[src/design/pff_pkg.sv]
// ----------------------------------------------------------------------------
// pff_pkg
// Shared types and constants of the profile flat finder.
// ----------------------------------------------------------------------------
package pff_pkg;

    // Field widths.
    localparam int LINE_W    = 11;
    localparam int CFG_IDX_W = 2;
    localparam int NPINS_W   = 4;
    localparam int PIN_NUM_W = 3;

    // Search geometry.
    localparam int RING_DEPTH = 10;
    localparam int MAX_PINS   = 8;
    localparam int DELTA_W    = 10;
    localparam int SUM_W      = DELTA_W + $clog2(RING_DEPTH) + 1;
    localparam int SLOPE_W    = 3;
    localparam int PIN_CNT_W  = (MAX_PINS > 1) ? $clog2(MAX_PINS) : 1;
    localparam int CUR_W      = LINE_W + $clog2(MAX_PINS) + 2;

    localparam int WIDTH_LOW     = 100;
    localparam int WIDTH_HIGH    = 600;
    localparam int SLOPE_DIV     = 5;
    localparam int SLOPE_MAX     = 6;
    localparam int FLAT_MIN      = 20;
    localparam int CENTER_OFFSET = 15;
    localparam int LINE_MAX      = (1 << LINE_W) - 1;

    // Register reset values.
    localparam logic [LINE_W-1:0]  SCAN_START_RST = LINE_W'(1700);
    localparam logic [LINE_W-1:0]  SCAN_END_RST   = LINE_W'(1300);
    localparam logic [LINE_W-1:0]  PIN_PITCH_RST  = '0;
    localparam logic [NPINS_W-1:0] NUM_PINS_RST   = NPINS_W'(5);

    typedef enum logic [CFG_IDX_W-1:0] {
        CFG_SCAN_START = 2'd0,
        CFG_SCAN_END   = 2'd1,
        CFG_PIN_PITCH  = 2'd2,
        CFG_NUM_PINS   = 2'd3
    } t_cfg_reg;

    // One pending result group handed from the search logic to the emitter.
    typedef struct packed {
        logic                       found;
        logic signed [CUR_W-1:0]    first;
        logic [PIN_CNT_W-1:0]       last_idx;
    } t_pin_desc;

endpackage

[src/design/pff_if.sv]
// ----------------------------------------------------------------------------
// pff_if
// Handshake channels of the profile flat finder: samples, results, config.
// ----------------------------------------------------------------------------
interface pff_in_if;
    logic                       valid;
    logic                       ready;
    logic                       new_scan;
    logic [pff_pkg::LINE_W-1:0] line_index;
    logic [pff_pkg::LINE_W-1:0] edge_width;

    modport source (output valid, output new_scan, output line_index,
                    output edge_width, input ready);
    modport sink   (input valid, input new_scan, input line_index,
                    input edge_width, output ready);
endinterface

interface pff_out_if;
    logic                          valid;
    logic                          ready;
    logic                          found;
    logic [pff_pkg::PIN_NUM_W-1:0] pin_number;
    logic [pff_pkg::LINE_W-1:0]    pin_center;
    logic                          last;

    modport source (output valid, output found, output pin_number,
                    output pin_center, output last, input ready);
    modport sink   (input valid, input found, input pin_number,
                    input pin_center, input last, output ready);
endinterface

interface pff_cfg_if;
    logic                          valid;
    logic                          ready;
    logic [pff_pkg::CFG_IDX_W-1:0] index;
    logic [pff_pkg::LINE_W-1:0]    data;

    modport source (output valid, output index, output data, input ready);
    modport sink   (input valid, input index, input data, output ready);
endinterface

[src/design/pff_emitter.sv]
// ----------------------------------------------------------------------------
// pff_emitter
// Holds one pending result group and plays it out as result beats through
// an output register, stepping the pin centre down by the pitch each beat.
// ----------------------------------------------------------------------------
module pff_emitter (
    input  logic                        i_clk,
    input  logic                        i_rst_n,
    input  logic                        i_desc_valid,
    input  pff_pkg::t_pin_desc          i_desc,
    output logic                        o_desc_ready,
    input  logic [pff_pkg::LINE_W-1:0]  i_pin_pitch,
    pff_out_if.source                   o_out
);

    logic                               r_desc_valid;
    pff_pkg::t_pin_desc                 r_desc;
    logic signed [pff_pkg::CUR_W-1:0]   r_cur;
    logic [pff_pkg::PIN_CNT_W-1:0]      r_k;

    logic                               r_out_valid;
    logic                               r_out_found;
    logic [pff_pkg::PIN_NUM_W-1:0]      r_out_pin;
    logic [pff_pkg::LINE_W-1:0]         r_out_center;
    logic                               r_out_last;

    logic                               out_load;
    logic                               beat_last;
    logic                               desc_done;
    logic [pff_pkg::LINE_W-1:0]         center_clamped;

    assign out_load  = r_desc_valid && (!r_out_valid || o_out.ready);
    assign beat_last = !r_desc.found || (r_k == r_desc.last_idx);
    assign desc_done = out_load && beat_last;
    assign o_desc_ready = !r_desc_valid || desc_done;

    always_comb begin
        if (r_cur < 0) begin
            center_clamped = '0;
        end else if (r_cur > pff_pkg::CUR_W'(pff_pkg::LINE_MAX)) begin
            center_clamped = pff_pkg::LINE_W'(pff_pkg::LINE_MAX);
        end else begin
            center_clamped = r_cur[pff_pkg::LINE_W-1:0];
        end
    end

    always_ff @(posedge i_clk) begin
        if (!i_rst_n) begin
            r_desc_valid <= 1'b0;
            r_out_valid  <= 1'b0;
        end else begin
            if (i_desc_valid) begin
                r_desc_valid <= 1'b1;
            end else if (desc_done) begin
                r_desc_valid <= 1'b0;
            end
            if (out_load) begin
                r_out_valid <= 1'b1;
            end else if (o_out.ready) begin
                r_out_valid <= 1'b0;
            end
        end
    end

    always_ff @(posedge i_clk) begin
        if (i_desc_valid) begin
            r_desc <= i_desc;
            r_cur  <= i_desc.first;
            r_k    <= '0;
        end else if (out_load) begin
            r_cur <= r_cur - $signed({{(pff_pkg::CUR_W-pff_pkg::LINE_W){1'b0}}, i_pin_pitch});
            r_k   <= r_k + 1'b1;
        end
        if (out_load) begin
            r_out_found  <= r_desc.found;
            r_out_pin    <= r_desc.found ? pff_pkg::PIN_NUM_W'(r_k) : '0;
            r_out_center <= r_desc.found ? center_clamped : '0;
            r_out_last   <= beat_last;
        end
    end

    assign o_out.valid      = r_out_valid;
    assign o_out.found      = r_out_found;
    assign o_out.pin_number = r_out_pin;
    assign o_out.pin_center = r_out_center;
    assign o_out.last       = r_out_last;

    // A not-found beat is always a lone, all-zero final beat.
    a_notfound_shape: assert property (@(posedge i_clk) disable iff (!i_rst_n)
        r_out_valid && !r_out_found |-> r_out_last && r_out_center == '0 && r_out_pin == '0)
        else $error("not-found beat malformed");

    // The pin counter never runs past the last pin of the group.
    a_k_bound: assert property (@(posedge i_clk) disable iff (!i_rst_n)
        r_desc_valid && r_desc.found |-> r_k <= r_desc.last_idx)
        else $error("pin counter overran group");

    // A stalled result beat stays put until the receiver takes it.
    a_out_hold: assert property (@(posedge i_clk) disable iff (!i_rst_n)
        r_out_valid && !o_out.ready |=> r_out_valid && $stable(r_out_found)
            && $stable(r_out_pin) && $stable(r_out_center) && $stable(r_out_last))
        else $error("result beat changed while stalled");

endmodule

[src/design/profile_flat_finder_core.sv]
// ----------------------------------------------------------------------------
// profile_flat_finder_core
// Finds the first flat of a scanned key profile and reports the pin centres.
// ----------------------------------------------------------------------------
// Samples arrive on i_in, one beat per camera line in descending line order,
// each carrying the line index and the measured edge width. new_scan clears
// the search before its own sample is handled. Results leave on o_out: when
// a flat is found, num_pins beats (clamped to 1..MAX_PINS) of pin centres,
// last set on the final one; if the window ends first, one beat, found low.
// i_cfg writes scan_start, scan_end, pin_pitch and num_pins by index; it is
// always ready and is meant to be used only while the block is idle.
// A sample updates the search state at its accepting edge, and its result
// group is captured in the emitter at that same edge. Its beats then pass
// from the emitter's group register into the output register and follow one
// per cycle while o_out is ready. Throughput is one sample per cycle while
// the emitter holds no pending group. With o_out ready, a sample that
// produces several result beats holds i_in low until the emitter has moved
// the last of them into the single output register, one beat at a time.
// When o_out stalls, one result group waits in the emitter and i_in drops
// ready until the last beat of that group has moved into the output
// register. Reset (synchronous, active low) loads the register defaults and
// clears all search state; no sweep is needed.
// ----------------------------------------------------------------------------
module profile_flat_finder_core (
    input  logic        i_clk,
    input  logic        i_rst_n,
    pff_in_if.sink      i_in,
    pff_out_if.source   o_out,
    pff_cfg_if.sink     i_cfg
);

    // Configuration registers.
    logic [pff_pkg::LINE_W-1:0]     r_scan_start;
    logic [pff_pkg::LINE_W-1:0]     r_scan_end;
    logic [pff_pkg::LINE_W-1:0]     r_pin_pitch;
    logic [pff_pkg::NPINS_W-1:0]    r_num_pins;

    // Search state.
    logic signed [pff_pkg::DELTA_W-1:0] r_ring [pff_pkg::RING_DEPTH];
    logic signed [pff_pkg::SUM_W-1:0]   r_sum;
    logic [pff_pkg::DELTA_W-1:0]        r_prev;
    logic                               r_valid_seen;
    logic [pff_pkg::SLOPE_W-1:0]        r_slope;
    logic                               r_in_slope;
    logic [pff_pkg::LINE_W-1:0]         r_fb;
    logic                               r_done;

    logic signed [pff_pkg::SUM_W-1:0]   n_sum;
    logic [pff_pkg::DELTA_W-1:0]        n_prev;
    logic                               n_valid_seen;
    logic [pff_pkg::SLOPE_W-1:0]        n_slope;
    logic                               n_in_slope;
    logic [pff_pkg::LINE_W-1:0]         n_fb;
    logic                               n_done;
    logic                               n_shift;

    logic                               accept;
    logic                               clr;
    logic [pff_pkg::LINE_W-1:0]         line;
    logic [pff_pkg::LINE_W-1:0]         width;
    logic [pff_pkg::LINE_W-1:0]         j;
    logic                               width_ok;

    logic signed [pff_pkg::SUM_W-1:0]   e_sum;
    logic signed [pff_pkg::DELTA_W-1:0] e_oldest;
    logic [pff_pkg::DELTA_W-1:0]        e_prev;
    logic                               e_valid_seen;
    logic [pff_pkg::SLOPE_W-1:0]        e_slope;
    logic                               e_in_slope;
    logic [pff_pkg::LINE_W-1:0]         e_fb;
    logic                               e_done;

    logic signed [pff_pkg::DELTA_W:0]   delta_full;
    logic signed [pff_pkg::DELTA_W-1:0] delta;
    logic signed [pff_pkg::SUM_W-1:0]   sum_new;
    logic                               slope_hit;
    logic signed [pff_pkg::LINE_W:0]    flat_len;
    logic signed [pff_pkg::CUR_W-1:0]   first;
    logic [pff_pkg::PIN_CNT_W-1:0]      last_idx;

    logic                               desc_valid;
    pff_pkg::t_pin_desc                 desc;
    logic                               desc_ready;

    // ---------------- configuration ----------------
    assign i_cfg.ready = 1'b1;

    always_ff @(posedge i_clk) begin
        if (!i_rst_n) begin
            r_scan_start <= pff_pkg::SCAN_START_RST;
            r_scan_end   <= pff_pkg::SCAN_END_RST;
            r_pin_pitch  <= pff_pkg::PIN_PITCH_RST;
            r_num_pins   <= pff_pkg::NUM_PINS_RST;
        end else if (i_cfg.valid) begin
            unique case (pff_pkg::t_cfg_reg'(i_cfg.index))
                pff_pkg::CFG_SCAN_START: r_scan_start <= i_cfg.data;
                pff_pkg::CFG_SCAN_END:   r_scan_end   <= i_cfg.data;
                pff_pkg::CFG_PIN_PITCH:  r_pin_pitch  <= i_cfg.data;
                pff_pkg::CFG_NUM_PINS:   r_num_pins   <= i_cfg.data[pff_pkg::NPINS_W-1:0];
                default: ;
            endcase
        end
    end

    // ---------------- search step ----------------
    assign accept = i_in.valid && i_in.ready;
    assign clr    = i_in.new_scan;
    assign line   = i_in.line_index;
    assign width  = i_in.edge_width;
    assign j      = line - 1'b1;
    assign width_ok = (width > pff_pkg::LINE_W'(pff_pkg::WIDTH_LOW))
                   && (width < pff_pkg::LINE_W'(pff_pkg::WIDTH_HIGH));

    // State as seen after an optional clear by new_scan.
    assign e_sum        = clr ? '0 : r_sum;
    assign e_oldest     = clr ? '0 : r_ring[pff_pkg::RING_DEPTH-1];
    assign e_prev       = clr ? '0 : r_prev;
    assign e_valid_seen = clr ? 1'b0 : r_valid_seen;
    assign e_slope      = clr ? '0 : r_slope;
    assign e_in_slope   = clr ? 1'b0 : r_in_slope;
    assign e_fb         = clr ? '0 : r_fb;
    assign e_done       = clr ? 1'b0 : r_done;

    assign delta_full = $signed({1'b0, e_prev}) - $signed({1'b0, width[pff_pkg::DELTA_W-1:0]});
    assign delta      = delta_full[pff_pkg::DELTA_W-1:0];
    assign sum_new    = e_sum - pff_pkg::SUM_W'(e_oldest) + pff_pkg::SUM_W'(delta);
    assign slope_hit  = (sum_new >= pff_pkg::SUM_W'(pff_pkg::SLOPE_DIV))
                     || (sum_new <= -pff_pkg::SUM_W'(pff_pkg::SLOPE_DIV));

    // Flat length and first centre; the centre only matters when the length
    // is at least the minimum, so the halving is a plain shift.
    assign flat_len = $signed({1'b0, e_fb}) - $signed({1'b0, j});
    assign first    = pff_pkg::CUR_W'(e_fb) - pff_pkg::CUR_W'(flat_len[pff_pkg::LINE_W:1])
                    + pff_pkg::CUR_W'(pff_pkg::CENTER_OFFSET);

    always_comb begin
        if (r_num_pins == '0) begin
            last_idx = '0;
        end else if (5'(r_num_pins) > 5'(pff_pkg::MAX_PINS)) begin
            last_idx = pff_pkg::PIN_CNT_W'(pff_pkg::MAX_PINS - 1);
        end else begin
            last_idx = pff_pkg::PIN_CNT_W'(r_num_pins - 1'b1);
        end
    end

    always_comb begin
        n_sum        = e_sum;
        n_prev       = e_prev;
        n_valid_seen = e_valid_seen;
        n_slope      = e_slope;
        n_in_slope   = e_in_slope;
        n_fb         = e_fb;
        n_done       = e_done;
        n_shift      = 1'b0;
        desc_valid   = 1'b0;
        desc.found    = 1'b0;
        desc.first    = '0;
        desc.last_idx = '0;

        if (e_done) begin
            // Search over: samples wait for the next new_scan.
        end else if (line <= r_scan_end) begin
            n_done     = 1'b1;
            desc_valid = 1'b1;
        end else if (line <= r_scan_start) begin
            if (width_ok && !e_valid_seen) begin
                n_prev       = width[pff_pkg::DELTA_W-1:0];
                n_valid_seen = 1'b1;
            end else if (width_ok && j > r_scan_end) begin
                n_prev  = width[pff_pkg::DELTA_W-1:0];
                n_sum   = sum_new;
                n_shift = 1'b1;
                if (slope_hit) begin
                    if (e_slope < pff_pkg::SLOPE_W'(pff_pkg::SLOPE_MAX)) begin
                        n_slope = e_slope + 1'b1;
                    end else begin
                        n_in_slope = 1'b1;
                        if (e_fb != '0) begin
                            if (flat_len < (pff_pkg::LINE_W+1)'(pff_pkg::FLAT_MIN)) begin
                                n_fb = '0;
                            end else begin
                                n_done        = 1'b1;
                                desc_valid    = 1'b1;
                                desc.found    = 1'b1;
                                desc.first    = first;
                                desc.last_idx = last_idx;
                            end
                        end
                    end
                end else if (e_slope != '0) begin
                    n_slope = e_slope - 1'b1;
                    if (e_in_slope && e_slope == pff_pkg::SLOPE_W'(1) && e_fb == '0) begin
                        n_fb = j;
                    end
                end
            end
            // The window closes on the sample just above scan_end.
            if (!desc_valid && j <= r_scan_end) begin
                n_done     = 1'b1;
                desc_valid = 1'b1;
            end
        end
    end

    always_ff @(posedge i_clk) begin
        if (!i_rst_n) begin
            r_sum        <= '0;
            r_prev       <= '0;
            r_valid_seen <= 1'b0;
            r_slope      <= '0;
            r_in_slope   <= 1'b0;
            r_fb         <= '0;
            r_done       <= 1'b0;
            for (int i = 0; i < pff_pkg::RING_DEPTH; i++) begin
                r_ring[i] <= '0;
            end
        end else if (accept) begin
            r_sum        <= n_sum;
            r_prev       <= n_prev;
            r_valid_seen <= n_valid_seen;
            r_slope      <= n_slope;
            r_in_slope   <= n_in_slope;
            r_fb         <= n_fb;
            r_done       <= n_done;
            // The ring is a shift line: the oldest difference sits at the end.
            for (int i = 0; i < pff_pkg::RING_DEPTH; i++) begin
                if (n_shift) begin
                    r_ring[i] <= (i == 0) ? delta : r_ring[(i == 0) ? 0 : i - 1];
                end else if (clr) begin
                    r_ring[i] <= '0;
                end
            end
            if (n_shift && clr) begin
                for (int i = 1; i < pff_pkg::RING_DEPTH; i++) begin
                    r_ring[i] <= '0;
                end
            end
        end
    end

    // ---------------- result emitter ----------------
    assign i_in.ready = desc_ready;

    pff_emitter u_emitter (
        .i_clk        (i_clk),
        .i_rst_n      (i_rst_n),
        .i_desc_valid (accept && desc_valid),
        .i_desc       (desc),
        .o_desc_ready (desc_ready),
        .i_pin_pitch  (r_pin_pitch),
        .o_out        (o_out)
    );

    a_slope_bound: assert property (@(posedge i_clk) disable iff (!i_rst_n)
        r_slope <= pff_pkg::SLOPE_W'(pff_pkg::SLOPE_MAX))
        else $error("slope counter out of range");

    // A flat can only be open once a slope has been seen.
    a_flat_after_slope: assert property (@(posedge i_clk) disable iff (!i_rst_n)
        r_fb != '0 |-> r_in_slope)
        else $error("flat open without a preceding slope");

    // No difference enters the moving sum before the first used width.
    a_sum_idle: assert property (@(posedge i_clk) disable iff (!i_rst_n)
        !r_valid_seen |-> r_sum == '0)
        else $error("moving sum changed before the first used sample");

endmodule
[src/flat_wrapper.sv]
// flat-port wrapper written by rule: the top's interface ports become plain ports
module profile_flat_finder_core_flat 
  (i_clk, i_rst_n, i_in_valid, i_in_new_scan, i_in_line_index, i_in_edge_width, i_in_ready, o_out_valid, o_out_found, o_out_pin_number, o_out_pin_center, o_out_last, o_out_ready, i_cfg_valid, i_cfg_index, i_cfg_data, i_cfg_ready);
  pff_in_if i_in_i ();
  pff_out_if o_out_i ();
  pff_cfg_if i_cfg_i ();
  input  logic i_clk;
  input  logic i_rst_n;
  input wire logic [$bits(i_in_i.valid)-1:0] i_in_valid;
  input wire logic [$bits(i_in_i.new_scan)-1:0] i_in_new_scan;
  input wire logic [$bits(i_in_i.line_index)-1:0] i_in_line_index;
  input wire logic [$bits(i_in_i.edge_width)-1:0] i_in_edge_width;
  output wire logic [$bits(i_in_i.ready)-1:0] i_in_ready;
  output wire logic [$bits(o_out_i.valid)-1:0] o_out_valid;
  output wire logic [$bits(o_out_i.found)-1:0] o_out_found;
  output wire logic [$bits(o_out_i.pin_number)-1:0] o_out_pin_number;
  output wire logic [$bits(o_out_i.pin_center)-1:0] o_out_pin_center;
  output wire logic [$bits(o_out_i.last)-1:0] o_out_last;
  input wire logic [$bits(o_out_i.ready)-1:0] o_out_ready;
  input wire logic [$bits(i_cfg_i.valid)-1:0] i_cfg_valid;
  input wire logic [$bits(i_cfg_i.index)-1:0] i_cfg_index;
  input wire logic [$bits(i_cfg_i.data)-1:0] i_cfg_data;
  output wire logic [$bits(i_cfg_i.ready)-1:0] i_cfg_ready;
  assign i_in_i.valid = i_in_valid;
  assign i_in_i.new_scan = i_in_new_scan;
  assign i_in_i.line_index = i_in_line_index;
  assign i_in_i.edge_width = i_in_edge_width;
  assign i_in_ready = i_in_i.ready;
  assign o_out_valid = o_out_i.valid;
  assign o_out_found = o_out_i.found;
  assign o_out_pin_number = o_out_i.pin_number;
  assign o_out_pin_center = o_out_i.pin_center;
  assign o_out_last = o_out_i.last;
  assign o_out_i.ready = o_out_ready;
  assign i_cfg_i.valid = i_cfg_valid;
  assign i_cfg_i.index = i_cfg_index;
  assign i_cfg_i.data = i_cfg_data;
  assign i_cfg_ready = i_cfg_i.ready;
  profile_flat_finder_core u_core (.i_clk(i_clk), .i_rst_n(i_rst_n), .i_in(i_in_i), .o_out(o_out_i), .i_cfg(i_cfg_i));
endmodule
[config.mk]
export PLATFORM = sky130hd
export DESIGN_NAME = profile_flat_finder_core_flat
export DESIGN_NICKNAME = d
export VERILOG_FILES = /design/src/design/pff_pkg.sv /design/src/design/pff_if.sv /design/src/design/pff_emitter.sv /design/src/design/profile_flat_finder_core.sv /design/src/flat_wrapper.sv
export SDC_FILE = /design/constraint.sdc
export NUM_CORES = 1
export LEC_CHECK = 0
export BUFFER_PORTS_ARGS = -buffer_cell sky130_fd_sc_hd__buf_2
export CAP_MARGIN = 40
export CORE_MARGIN = 10
export CORE_UTILIZATION = 56
export DETAILED_ROUTE_END_ITERATION = 10
export PLACE_DENSITY_LB_ADDON = 0.05
export SLEW_MARGIN = 25
export SYNTH_ARGS = -nofsm -noshare
export SYNTH_HDL_FRONTEND = slang
export SYNTH_SLANG_ARGS = --single-unit
[constraint.sdc]
create_clock -name i_clk -period 7.8 [get_ports i_clk]
set_clock_uncertainty 0.15 [all_clocks]
set_input_delay 1.95 -clock i_clk [delete_from_list [all_inputs] [get_ports i_clk]]
set_output_delay 1.95 -clock i_clk [all_outputs]
set_load 0.01 [all_outputs]
# == Word-level counts from Yosys, hierarchy flattened ==
# Memory sizes are Yosys's and may differ from the RTL's.
# Cells that the tools add are included.
# op_classes
add_sub_neg,12
multipliers,0
div_mod_pow,0
order_cmp,13
n_eq_ne,5
shifts,0
n_mux,131
bitwise_logic,34
reduce_logical,35
# op_table
cell,n
10-bit 2-to-1 mux,36
19-bit 2-to-1 mux,8
11-bit 2-to-1 mux,13
15-bit 2-to-1 mux,6
1-bit 2-to-1 mux,54
11-bit less-or-equal comparator,3
3-bit 2-to-1 mux,11
16-bit 2-to-1 mux,2
1-bit bitwise OR,29
11-bit by 11-bit subtractor with 12-bit output,2
20-bit 2-to-1 mux,1
16-bit by 4-bit adder with 16-bit output (second input constant),1
16-bit by 12-bit > comparator with 1-bit output (second input constant),1
16-bit by 1-bit < comparator with 1-bit output (second input constant),1
16-bit by 12-bit subtractor with 16-bit output,1
15-bit by 10-bit adder with 15-bit output,1
15-bit by 4-bit greater-or-equal comparator with 1-bit output (second input constant),1
15-bit by 4-bit less-or-equal comparator with 1-bit output (second input constant),1
15-bit by 10-bit subtractor with 15-bit output,1
12-bit by 6-bit < comparator with 1-bit output (second input constant),1
11-bit > comparator,1
11-bit by 7-bit > comparator with 1-bit output (second input constant),1
1-bit logical AND,11
11-bit logical NOT,1
23 further kinds,42
# word_totals
ff_bits,120
latchBits,0
ram_bits,100
rom_bits,0
in_bits,41
output_inout_bits,19
word_cells,252
mem_count,1
# mem_list
memory,depth,width,read_ports,rd_ports_with_merged_regs,wr,line_no,text
u_core.r_ring,10,10,10,0,10,profile_flat_finder_core.sv:39,logic signed [pff_pkg::DELTA_W-1:0] r_ring [pff_pkg::RING_DEPTH];

# == Depth between registers and ports, before layout ==
# Gate-level depths: netlist (run 1).
# logic_depth
word_depth,20
depth_mapped,30
mapped_depth_nobuf,26

# == Cells and area by module ==
# A second synthesis (run 1) with hierarchy kept.
# unflattened
cells_unflattened,1414
hier_area_um2,13571.8
# modules_own_cells
module,n_inst,cells_per_inst,area_each_um2,seq_area_each_um2
profile_flat_finder_core,1,1194,11269.6,4584.4
pff_emitter,1,220,2302.2,1181.1

# == Worst setup path before layout (run 1) ==
# No wires, ideal clock.
# synth_path
path_type,input -> register
from,input i_in_new_scan
to,"register u_core.u_emitter.r_cur[0] (netlist bit), enable pin"
setup_ns,0.291
arrival_ns,7.756
t_required_ns,7.359
path_slack_ns,-0.397
path_stages,27
path_cell_list,clkbuf_1 -> clkbuf_1 -> clkbuf_1 -> nor2b_1 -> ha_1 -> nor2b_1 -> o2111ai_1 -> a21oi_1 -> o31a_1 -> or2_0 -> clkbuf_1 -> xnor2_1 -> ha_1 -> ha_1 -> buf_2 -> a21o_1 -> a21oi_1 -> o21ai_0 -> a21oi_1 -> nand2_1 -> a211oi_1 -> nand4_1 -> nor4_1 -> mux2i_2 -> a311oi_2 -> nor2_2 -> or2_2
# synth_between
elab_chain_len,20
elab_cells_between_ends,36
cone_classes,add/sub (4); order compare (4); mux (20); reduce/logical (8)
# synth_rtl
item,line_no,text
from (decl),flat_wrapper.sv:10,input wire logic [$bits(i_in_i.new_scan)-1:0] i_in_new_scan;
branches (longest 17 deep; another with 15-bit by 10-bit subtractor with 15-bit output),--,
1-bit 2-to-1 mux *,profile_flat_finder_core.sv:160,if (e_done) begin
1-bit logical AND *,profile_flat_finder_core.sv:247,".i_desc_valid (accept && desc_valid),"
2-bit nonzero test (no line) *,--,
to (signal assigned),pff_emitter.sv:68,r_cur <= i_desc.first;
to (signal assigned),pff_emitter.sv:71,"r_cur <= r_cur - $signed({{(pff_pkg::CUR_W-pff_pkg::LINE_W){1'b0}}, i_pin_pitch});"
to (decl),pff_emitter.sv:18,logic signed [pff_pkg::CUR_W-1:0] r_cur;
# Every way passes the cells marked *. The select of a mux whose other input is x is not followed.
# A chain may end at the register's enable or synchronous reset.

# == Worst setup path after layout (run 1) ==
# layout_path
from,input i_in_new_scan
to,"register u_core.u_emitter.r_cur[4] (netlist bit), enable pin"
# layout_between
elab_cells_between_ends,36
cone_classes,add/sub (4); order compare (4); mux (20); reduce/logical (8)
# layout_lines
item,line_no,text
10-bit 2-to-1 mux *,profile_flat_finder_core.sv:117,assign e_prev = clr ? '0 : r_prev;
10-bit subtractor *,profile_flat_finder_core.sv:124,"assign delta_full = $signed({1'b0, e_prev}) - $signed({1'b0, width[pff_pkg::DELTA_W-1:0]});"
net u_core.delta_full (one bit),profile_flat_finder_core.sv:73,logic signed [pff_pkg::DELTA_W:0] delta_full;
15-bit by 10-bit adder with 15-bit output *,profile_flat_finder_core.sv:126,assign sum_new = e_sum - pff_pkg::SUM_W'(e_oldest) + pff_pkg::SUM_W'(delta);
15-bit by 4-bit greater-or-equal comparator with 1-bit output or 15-bit by 4-bit less-or-equal comparator with 1-bit output (tied branches),"profile_flat_finder_core.sv:127, profile_flat_finder_core.sv:128",
1-bit logical OR *,profile_flat_finder_core.sv:128,|| (sum_new <= -pff_pkg::SUM_W'(pff_pkg::SLOPE_DIV));
1-bit 2-to-1 mux *,profile_flat_finder_core.sv:173,if (slope_hit) begin
1-bit 2-to-1 mux *,profile_flat_finder_core.sv:169,end else if (width_ok && j > r_scan_end) begin
[... 4 more ...],--,
1-bit logical NOT,profile_flat_finder_core.sv:198,if (!desc_valid && j <= r_scan_end) begin
1-bit logical AND,profile_flat_finder_core.sv:198,
1-bit 2-to-1 mux *,profile_flat_finder_core.sv:198,
1-bit 2-to-1 mux *,profile_flat_finder_core.sv:165,end else if (line <= r_scan_start) begin
1-bit 2-to-1 mux *,profile_flat_finder_core.sv:162,end else if (line <= r_scan_end) begin
1-bit 2-to-1 mux *,profile_flat_finder_core.sv:160,
1-bit logical AND *,profile_flat_finder_core.sv:247,
2-bit nonzero test (no line) *,--,
# The timed path passes the listed nets; every way through them passes the cells marked *. The select of a mux whose other input is x is not followed.

==> results.txt, run 1 <==
----------------------------------------------------
[Outcome]
  Status ... finished clean

[Floorplan]
  Starting utilization of the core area ... 0.5734
  I/O pins ... 60
  Die Area ... approximately 0.03 mm²
  Core Footprint ... 0.02285 mm²
  Die Span Y ... between 150 and 200 µm
  Chip width ... 172.9 µm
  Placement Rows ... 55

[Route]
  Antenna-violating nets left ... 0
  Vias after detailed routing ... 9788
  1st-pass router iterations ... 5
  Number of vias per cell after detailed routing ... about 5.6
  Remaining routing DRC violations ... 0
  WL final ... just under 30000 µm
  1st-iter DRT viols ... 758
  Wire per inst ... 17.13 µm

[STA]
  Setup repair after global routing missed its margin ... no
  Final-report max-slew violation count ... 0
  Slew HR ... 0.4688
  Period utilization ... 0.9381
  Achievable Freq ... 136.7 MHz
  Number of failing hold endpoints at the final stage ... 0
  Final setup slack of the worst path ... 0.4825 ns
  Tmin final ... around 7.3 ns
  Fin Setup TNS ... 0 ns
  Worst Hold Slack ... about 0.32 ns
  Setup violators final ... 0
  Worst-margin pin slew ... 0.7767 ns

[Layout]
  Share of cells above drive strength 1 ... 0.1041
  Growth of design area from synthesis to finish ... 12.44%
  Antenna diode instance count ... 0
  Number of standard cells in the layout, taps in and fillers out ... 1735
  Share of the core filled with cells in the final layout ... 0.6447
  Post-layout nets ... 1559

[Yosys]
  Ys async rst share ... 0
  Flip-flop and latch count after synthesis ... 220
  Count of flip-flops with a built-in enable after synthesis ... 136
  Post-Syn Area ... approximately 0.013 mm²
  Top flip-flop cell by instance count after synthesis ... edfxtp_1
  Synth cell types ... 74
  Post-synthesis net count ... between 1500 and 2000
  Yosys synthesis warning count ... 0
  Instance count of the mapped netlist ... between 1000 and 1500
  Sequential share of the synthesized area ... 0.4401
  Per-instance average area after synthesis ... 9.697 µm²

[Power]
  Max IR drop VDD ... 0.2526 mV
  PD cells ... ~230 mW/mm²
  Leakage power figure ... 6.409 nW

[Setup path]
  Critical path type ... primary input to flip-flop
  Kind of cell adding the most delay to the critical path ... compound AO/OA/AOI/OAI gates
  Maximum fanout encountered on the critical timing path ... 16
  Slowest Stage Delay on Critical Path ... 0.44 ns
  Dominant cell type by count on the critical path ... a21oi_1
  Data required time of the critical path ... 7.92 ns
  Sum of buffers and inverters on the critical path ... 4
  Critical path origin ... i_in_new_scan
  Capturing element type of the critical path ... flip-flop
  Startpoint type of the worst setup path ... primary input
  CP Data Arrival Time ... 7.44 ns
  Worst R2R Start ... u_core.r_prev[0]$_SDFFE_PN0P_
  Slowest cell on crit path ... fa_1

[Clocking]
  Maximum buffer depth of the clock tree ... 3
  CTS clk-pin slew, worst paths ... 0.06 ns
  Clock root cell ... clkbuf_16
  CTS tree ... done
  Clock latency on the worst-skew pair ... roughly 0.54 ns
  Post-CTS setup repair buffer count ... 0
  Number of buffers added to fix hold violations after cts ... 0
  Number of sinks on the clock net ... 220
  Maximum level of the CTS H-tree ... 1
  TritonCTS buffer count ... 25
  Cells resized by post-CTS repair ... 0

[Job]
  Total of max-cap violations ... 0

[Global routing]
  Maximum number of pins on one net before global-route repair ... 90
  Global route overflow ... 0
  Global router's overall resource usage ... 0.1937
  First-pass GRT wire length ... 48670 µm
  Antenna violations before repair ... 0
  Vias in the first global route ... 9423

[Place]
  Placed insts ... 1688
  Minimum setup slack after placement ... -0.01225 ns
  Global placement routability congestion ... 0.9142
  Half-perimeter wire length of the detailed placement result ... 21670 µm
  PortBufs ... 58

[Worst hold path]
  Startpoint of the most critical hold path ... u_core.r_scan_start[8]$_SDFFE_PN0P_
  Classification of the worst-slack hold path ... flip-flop to flip-flop

----------------------------------------------------
==> Yosys cell counts, drive strengths merged (13+ instances only) <==
master  count  share of area
a21boi     27          0.015
a21o       21          0.012
a21oi      54          0.021
a22oi      21          0.012
and2       17         0.0081
and3      102          0.049
clkbuf     50          0.014
dfxtp      84           0.13
edfxtp    136           0.31
fa         13          0.020
ha        102          0.097
inv        93          0.027
nand2     130          0.037
nand2b     20         0.0096
nand3      22         0.0084
nand4      17         0.0081
nor2       82          0.024
nor2b      70          0.033
nor3       17         0.0065
nor4       13         0.0067
o21a       13         0.0074
o21ai      56          0.021
o22ai      14         0.0067
xnor2      41          0.028
xor2       29          0.019
==> final timing paths <==
| path | endpoint | slack, ns | depth (start not counted) |
|---|---|---|---|
| setup / recovery | u_core.u_emitter.r_cur[4]$_DFFE_PP_ | 0.48 | 27 |
| hold reg to reg | u_core.r_scan_start[8]$_SDFFE_PN0P_ | 0.32 | 2 |
| hold / removal | u_core.r_scan_start[8]$_SDFFE_PN0P_ | 0.32 | 2 |
| setup reg to reg | u_core.u_emitter.r_cur[4]$_DFFE_PP_ | 1.79 | 25 |
==> registers in the layout, summed over array words and instances, names as in the netlist, 3 cells and up <==
name / flops
u_core.r_fb: 11
u_core.r_num_pins: 4
u_core.r_pin_pitch: 11
u_core.r_prev: 10
u_core.r_ring: 100
u_core.r_scan_end: 11
u_core.r_scan_start: 11
u_core.r_slope: 3
u_core.r_sum: 15
u_core.u_emitter.o_out.pin_center: 11
u_core.u_emitter.o_out.pin_number: 3
u_core.u_emitter.r_cur: 16
u_core.u_emitter.r_desc: 4
u_core.u_emitter.r_k: 3
==> metrics by stage <==
stage	area [µm²]	total power, W
2_1_floorplan	13120	0.001963
3_3_place_gp	13740	0.002146
3_5_place_dp	13800	0.002159
4_1_cts	14710	0.003475
5_1_grt	14730	0.003629
6_report	14730	0.003457
==> worst min-delay path: cells and delay by family (launching register included) <==
| kind | cells | cell delay (ns) |
|---|---|---|
| simple gates | 1 | 0.04 |
| flops | 1 | 0.31 |
| compound gates | 1 | 0.07 |
==> logic make-up (layout without fill, tap and decap cells) <==
group,after synthesis,in the layout,share of synthesized area
other,1,1,0.0002863
xor gates and xnor gates,70,70,0.04737
adders and majority gates,116,116,0.1181
and+or+nand+nor,515,515,0.2046
buffers and inverters,151,222,0.04479
AOI/OAI and AO/OA,266,266,0.1349
DFF,220,220,0.4401
muxes,12,12,0.009933
==> area by class of cell <==
| cell class | instances | area, µm² |
|---|---|---|
| clock buffer | 29 | 640.6 |
| clock inverter | 17 | 276.5 |
| fill | 1941 | 8118 |
| inverter | 94 | 354.1 |
| multi-input combinational | 980 | 6780 |
| sequential | 220 | 5766 |
| tap | 313 | 391.6 |
| timing repair buffer | 82 | 520.5 |
==> layer usage <==
metal	share of wire	up-vias	track usage
met4	0.020	0	0.04348
met2	0.43	231	0.2864
met5	0	-	0
li1	-	4916	-
met1	0.50	4607	0.2896
met3	0.054	34	0.03202
==> placed cells by master, fill, tap and decap left out, types with 20 or more instances in the layout <==
master       n
a21boi_0    27
a21o_1      21
a21oi_1     53
a22oi_1     21
and3_1     102
buf_2       57
buf_4       22
clkbuf_16   25
dfxtp_1     84
edfxtp_1   136
ha_1       102
inv_1       93
nand2_1    129
nand2b_1    20
nand3_1     22
nor2_1      81
nor2b_1     70
o21ai_0     51
xnor2_1     39
xor2_1      29
==> where the power goes <==
| part | internal (W) | total [W] | switching (W) |
|---|---|---|---|
| combinational | 0.000303 | 0.000756 | 0.000452 |
| clock | 0.000824 | 0.00130 | 0.000480 |
| sequential | 0.00135 | 0.00140 | 0.0000468 |
| total | 0.00248 | 0.00346 | 0.000980 |
No activity file was read; power rests on OpenSTA's default activity.
==> run 2: changes to the inputs <==
--- a/config.mk
+++ b/config.mk
@@ -7,8 +7,8 @@
 export LEC_CHECK = 0
 export BUFFER_PORTS_ARGS = -buffer_cell sky130_fd_sc_hd__buf_2
 export CAP_MARGIN = 40
-export CORE_MARGIN = 10
 export CORE_UTILIZATION = 56
+export CTS_CLUSTER_DIAMETER = 60
 export DETAILED_ROUTE_END_ITERATION = 10
 export PLACE_DENSITY_LB_ADDON = 0.05
 export SLEW_MARGIN = 25
==> results.txt, run 2 (synthesis results as in run 1) <==
----------------------------------------------------
[Route]
  Vias after detailed routing ... 9806
  WL final ... 28650 µm
  Number of vias per cell after detailed routing ... around 5.6
  Wire per inst ... 16.47 µm
  1st-pass router iterations ... 5
  1st-iter DRT viols ... 668
  Remaining routing DRC violations ... 0
  Antenna-violating nets left ... 0

[Worst hold path]
  Cell depth of the worst min-delay path ... 2
  Worst hold endpoint ... u_core.r_pin_pitch[0]$_SDFFE_PN0P_
  Classification of the worst-slack hold path ... flip-flop to flip-flop
  Startpoint of the most critical hold path ... u_core.r_pin_pitch[0]$_SDFFE_PN0P_

[Layout]
  Largest register by flop count ... u_core.r_ring
  Largest registers ... u_core.r_ring (100), u_core.u_emitter.r_cur (16), u_core.r_sum (15)
  Share of cells above drive strength 1 ... 0.1058
  Most frequent cells in the layout ... edfxtp_1 (136), nand2_1 (129), and3_1 (102), ha_1 (102), inv_1 (93)
  Cell area after layout ... around 0.015 mm²
  Share of the core filled with cells in the final layout ... 0.6428
  Area taken by multi-input logic gates ... roughly 0.0068 mm²
  Most common cell after layout, fill and taps aside ... edfxtp_1
  Post-layout nets ... 1562
  Sequential cell area in the final layout ... between 0.005 and 0.006 mm²
  Antenna diode instance count ... 0
  Growth of design area from synthesis to finish ... 11.77%
  Total of fill cells in the finished design ... 1875
  Flip-flop count of the largest register after layout ... 100

[Clocking]
  Number of sinks on the clock net ... between 200 and 250
  Maximum buffer depth of the clock tree ... 3
  Clock root cell ... clkbuf_16
  Post-CTS setup repair buffer count ... 0
  TritonCTS buffer count ... 27
  Maximum level of the CTS H-tree ... 1
  Cells resized by post-CTS repair ... 0
  Number of buffers added to fix hold violations after cts ... 0
  Clock latency on the worst-skew pair ... 0.53 ns
  CTS tree ... done
  CTS clk-pin slew, worst paths ... 0.05 ns

[Setup path]
  Capturing element type of the critical path ... flip-flop
  Number of cells traversed by the worst register-to-register path ... 25
  Minimum setup slack among reg-to-reg paths ... 1.76 ns
  Startpoint type of the worst setup path ... primary input
  Data required time of the critical path ... between 7 and 8 ns
  Worst R2R Start ... u_core.r_prev[0]$_SDFFE_PN0P_
  CP Data Arrival Time ... 7.49 ns
  Maximum fanout encountered on the critical timing path ... 16
  Critical path type ... primary input to flip-flop
  Slowest Stage Delay on Critical Path ... 0.56 ns
  Critical register-to-register path endpoint ... u_core.u_emitter.r_cur[8]$_DFFE_PP_
  Slowest cell on crit path ... fa_1

[STA]
  Tmin final ... 7.391 ns
  Period utilization ... 0.9476
  Final setup slack of the worst path ... 0.4090 ns
  Number of failing hold endpoints at the final stage ... 0
  Final-report max-slew violation count ... 0
  Slew HR ... 0.4394
  Setup repair after global routing missed its margin ... no
  Achievable Freq ... 135.3 MHz
  Worst-margin pin slew ... about 0.82 ns
  Setup violators final ... 0

[Floorplan]
  Die Span Y ... around 150 µm
  Core Footprint ... about 0.023 mm²
  Chip width ... approximately 150 µm
  Starting utilization of the core area ... 0.5751
  I/O pins ... 60
  Die Area ... 0.02401 mm²
  Placement Rows ... 55

[Global routing]
  Vias in the first global route ... roughly 9000
  Global router's overall resource usage ... 0.2435
  Global route overflow ... 0
  Antenna violations before repair ... 0
  First-pass GRT wire length ... 46940 µm
  Maximum number of pins on one net before global-route repair ... 73

[Place]
  Placed standard-cell area ... 0.01379 mm²
  Minimum setup slack after placement ... -0.03904 ns
  PortBufs ... 58
  Half-perimeter wire length of the detailed placement result ... 20840 µm
  Global placement routability congestion ... between 0.9 and 1

[Outcome]
  Status ... finished clean

[Power]
  PD cells ... 226.9 mW/mm²
  Max IR drop VDD ... 0.1697 mV
  Leakage power figure ... 6.371 nW
  Total power ... 0.003323 W

[Job]
  Total of max-cap violations ... 0

----------------------------------------------------
run 2: worst max-delay path, delay by kind of cell:
kind	cells	cell delay [ns]
AND/OR/NAND/NOR	10	1.87
multiplexers	1	0.09
buffers and inverters	3	0.34
adder cells (fa/ha/maj)	3	1.25
AO/OA/AOI/OAI	7	1.79
XOR/XNOR	1	0.16
run 2: cell type report:
| class | count | share of cell area |
|---|---|---|
| tap | 313 | 0.02675 |
| clock inverter | 16 | 0.008546 |
| clock buffer | 34 | 0.04862 |
| sequential | 220 | 0.3938 |
| inverter | 94 | 0.02418 |
| timing repair buffer | 83 | 0.03504 |
| multi-input combinational | 980 | 0.4631 |
run 2: power by group:
group / leakage (nW) / switching [W] / internal (W)
Combinational: 3.87 / 0.000450 / 0.000304
Clock: 0.410 / 0.000485 / 0.000685
Sequential: 2.09 / 0.0000481 / 0.00135
run 2: how the worst max path moves through the flow:
stage	end	slack, ns	cells past startpoint	startpoint
after floorplan	u_core.u_emitter.r_cur[0]$_DFFE_PP_	0.02	29	i_in_new_scan
after global placement	u_core.u_emitter.r_cur[3]$_DFFE_PP_	0.12	27	i_in_new_scan
after detailed placement	u_core.u_emitter.r_cur[5]$_DFFE_PP_	-0.04	25	i_in_new_scan
after CTS	u_core.u_emitter.r_cur[8]$_DFFE_PP_	0.49	24	i_in_new_scan
after global routing	u_core.u_emitter.r_cur[8]$_DFFE_PP_	0.07	24	i_in_new_scan
final	u_core.u_emitter.r_cur[8]$_DFFE_PP_	0.41	25	i_in_new_scan
run 2: metrics by stage:
step                      setup TNS, ns  hold WS, ns  cells
after floorplan                       0       0.2895   1351
after global placement                0       0.3046   1688
after detailed placement        -0.6750       0.3128   1689
after CTS                             0       0.3194   1739
after global routing                  0       0.3389   1740
final                                 0       0.3171   1740
run 2: layer usage:
layer  part of all wire  track usage  up-vias  wire length, µm
met5                  0            0        -                0
li1                   -            -     4927                -
met2               0.43       0.3683      241            12270
met3              0.054      0.03705       32             1550
met4              0.016      0.05705        0              461
met1               0.50       0.3656     4606            14370
==> run 3: changes to the inputs <==
--- a/config.mk
+++ b/config.mk
@@ -7,7 +7,8 @@
 export LEC_CHECK = 0
 export BUFFER_PORTS_ARGS = -buffer_cell sky130_fd_sc_hd__buf_2
 export CAP_MARGIN = 40
-export CORE_UTILIZATION = 56
+export CORE_UTILIZATION = 58
+export CTS_BUF_LIST = sky130_fd_sc_hd__clkbuf_8
 export CTS_CLUSTER_DIAMETER = 60
 export DETAILED_ROUTE_END_ITERATION = 10
 export PLACE_DENSITY_LB_ADDON = 0.05
==> results.txt, run 3 (synthesis results as in run 1) <==
----------------------------------------------------
[Route]
  Wire per inst ... 16.80 µm
  WL final ... 28990 µm
  Remaining routing DRC violations ... 3
  1st-pass router iterations ... 8
  1st-iter DRT viols ... 583
  Vias after detailed routing ... 9823
  Number of vias per cell after detailed routing ... around 5.7
  Antenna-violating nets left ... 0

[STA]
  Slew HR ... 0.4849
  Fin Setup TNS ... 0 ns
  Tmin final ... approximately 7.2 ns
  Period utilization ... 0.9293
  Worst-margin pin slew ... 0.7676 ns
  Final-report max-slew violation count ... 0
  Setup repair after global routing missed its margin ... no
  Achievable Freq ... 138.0 MHz
  Worst Hold Slack ... roughly 0.32 ns
  Number of failing hold endpoints at the final stage ... 0
  Setup violators final ... 0

[Layout]
  Most common cell after layout, fill and taps aside ... edfxtp_1
  Share of cells above drive strength 1 ... 0.1135
  Largest register by flop count ... u_core.r_ring
  Growth of design area from synthesis to finish ... 10.80%
  Most frequent cells in the layout ... edfxtp_1 (136), nand2_1 (129), inv_1 (107)
  Post-layout nets ... 1571
  Largest registers ... u_core.r_ring (100), u_core.u_emitter.r_cur (16), u_core.r_sum (15)
  Flip-flop count of the largest register after layout ... 100
  Area taken by multi-input logic gates ... 0.006787 mm²
  Sequential cell area in the final layout ... ~0.0058 mm²
  Antenna diode instance count ... 0
  Total of fill cells in the finished design ... ~1800
  Cell area after layout ... between 0.01 and 0.015 mm²

[Setup path]
  Maximum fanout encountered on the critical timing path ... 16
  Number of cells traversed by the worst register-to-register path ... 24
  Data required time of the critical path ... 7.92 ns
  Path length in cells of the critical path ... 26
  Critical path type ... primary input to flip-flop
  Critical register-to-register path endpoint ... u_core.u_emitter.r_cur[7]$_DFFE_PP_
  Sum of buffers and inverters on the critical path ... 4
  Capturing element of the worst setup path ... u_core.u_emitter.r_cur[7]$_DFFE_PP_
  Kind of cell adding the most delay to the critical path ... compound AO/OA/AOI/OAI gates
  CP Data Arrival Time ... 7.37 ns
  Critical path origin ... i_in_new_scan
  Slowest Stage Delay on Critical Path ... 0.48 ns
  Startpoint type of the worst setup path ... primary input
  Minimum setup slack among reg-to-reg paths ... 1.84 ns
  Capturing element type of the critical path ... flip-flop
  Slowest cell on crit path ... a2111oi_1
  Dominant cell type by count on the critical path ... a21oi_1
  Worst R2R Start ... u_core.r_prev[0]$_SDFFE_PN0P_

[Global routing]
  First-pass GRT wire length ... around 48000 µm
  Global route overflow ... 0
  Vias in the first global route ... 9399
  Maximum number of pins on one net before global-route repair ... 98
  Global router's overall resource usage ... 0.2559
  Antenna violations before repair ... 0

[Job]
  Total of max-cap violations ... 0

[Worst hold path]
  Classification of the worst-slack hold path ... flip-flop to flip-flop

[Clocking]
  Clock latency on the worst-skew pair ... 0.56 ns
  Post-CTS setup repair buffer count ... 0
  Maximum buffer depth of the clock tree ... 3
  Clock root cell ... clkbuf_8
  CTS clk-pin slew, worst paths ... ~0.060 ns
  CTS tree ... done
  Maximum level of the CTS H-tree ... 2
  TritonCTS buffer count ... 39
  Number of sinks on the clock net ... 220

[Outcome]
  Status ... finished with violations
  Violated checks ... DRC

[Floorplan]
  Die Span Y ... between 150 and 200 µm
  Core Footprint ... around 0.022 mm²
  Placement Rows ... 54
  I/O pins ... 60
  Starting utilization of the core area ... 0.5966
  Die Area ... around 0.023 mm²
  Chip width ... 152.3 µm

[Place]
  Placed standard-cell area ... 0.01370 mm²
  Half-perimeter wire length of the detailed placement result ... around 21000 µm
  Global placement routability congestion ... about 0.94
  PortBufs ... 58

[Power]
  Max IR drop VDD ... between 0.1 and 0.15 mV
  PD cells ... 218.5 mW/mm²
  Leakage power figure ... 6.389 nW

----------------------------------------------------
==> run 3: layer usage <==
metal,vias to the layer above,wire length [µm],global-route usage
li1,4939,-,-
met1,4599,14490,0.3767
met2,236,12310,0.3878
met3,49,1572,0.04152
met4,0,621,0.07629
met5,-,0,0
==> run 3: what timing repair did <==
action / in CTS / in global routing
hold endpoints to repair: 0 / 0
setup endpoints to repair: 0 / 17
resized for setup: 0 / 2
hold buffers: 0 / 0
==> run 3: worst min-delay path by stage <==
stage                                                    from                                   to  slack [ns]  cells past startpoint
after floorplan                   u_core.r_fb[0]$_SDFFE_PN0P_          u_core.r_fb[0]$_SDFFE_PN0P_        0.29                      2
after global placement    u_core.r_scan_start[1]$_SDFFE_PN0P_  u_core.r_scan_start[1]$_SDFFE_PN0P_        0.31                      2
after detailed placement  u_core.r_scan_start[3]$_SDFFE_PN0P_  u_core.r_scan_start[3]$_SDFFE_PN0P_        0.31                      2
after CTS                 u_core.r_scan_start[3]$_SDFFE_PN0P_  u_core.r_scan_start[3]$_SDFFE_PN0P_        0.32                      2
after global routing       u_core.r_pin_pitch[9]$_SDFFE_PN0P_   u_core.r_pin_pitch[9]$_SDFFE_PN0P_        0.34                      2
final                      u_core.r_pin_pitch[6]$_SDFFE_PN0P_   u_core.r_pin_pitch[6]$_SDFFE_PN0P_        0.32                      2
==> run 3: cell type report <==
cell class	count	area share
multi-input combinational	980	0.4675
sequential	220	0.3972
clock buffer	41	0.03888
timing repair buffer	80	0.03491
inverter	94	0.02439
tap	280	0.02414
clock inverter	30	0.01293
==> run 3: through the flow <==
step	power (W)	util	setup WS, ns	instances
3_3_place_gp	0.002143	0.6238	0.05488	1651
6_report	0.003171	0.6610	0.5514	1725
2_1_floorplan	0.001963	-	0.02475	1351
3_5_place_dp	0.002153	0.6238	-0.02170	1651
4_1_cts	0.003191	0.6581	0.5334	1722
5_1_grt	0.003348	0.6610	0.01451	1725
==> run 3: worst register-to-register path, cell delays in order (launching register included) <==
cell,delay (ns)
dfxtp_1,0.31
nand2_1,0.05
ha_1,0.16
inv_1,0.06
fa_1,0.40
a21o_1,0.18
a21oi_1,0.22
o21bai_1,0.10
a21oi_1,0.23
o21bai_1,0.09
a21oi_1,0.17
xnor2_1,0.18
fa_1,0.44
ha_1,0.33
buf_4,0.19
and3_1,0.20
a31oi_2,0.27
o21ai_1,0.16
a2111oi_1,0.48
nor3_2,0.12
nor4_2,0.23
mux2i_2,0.13
a311oi_2,0.41
nor2_2,0.10
or2_4,0.33
==> run 3: where the power goes <==
part,switching [W],internal [W],leakage [nW]
sequential,0.0000472,0.00135,2.09
clock,0.000495,0.000531,0.436
combinational,0.000446,0.000302,3.86
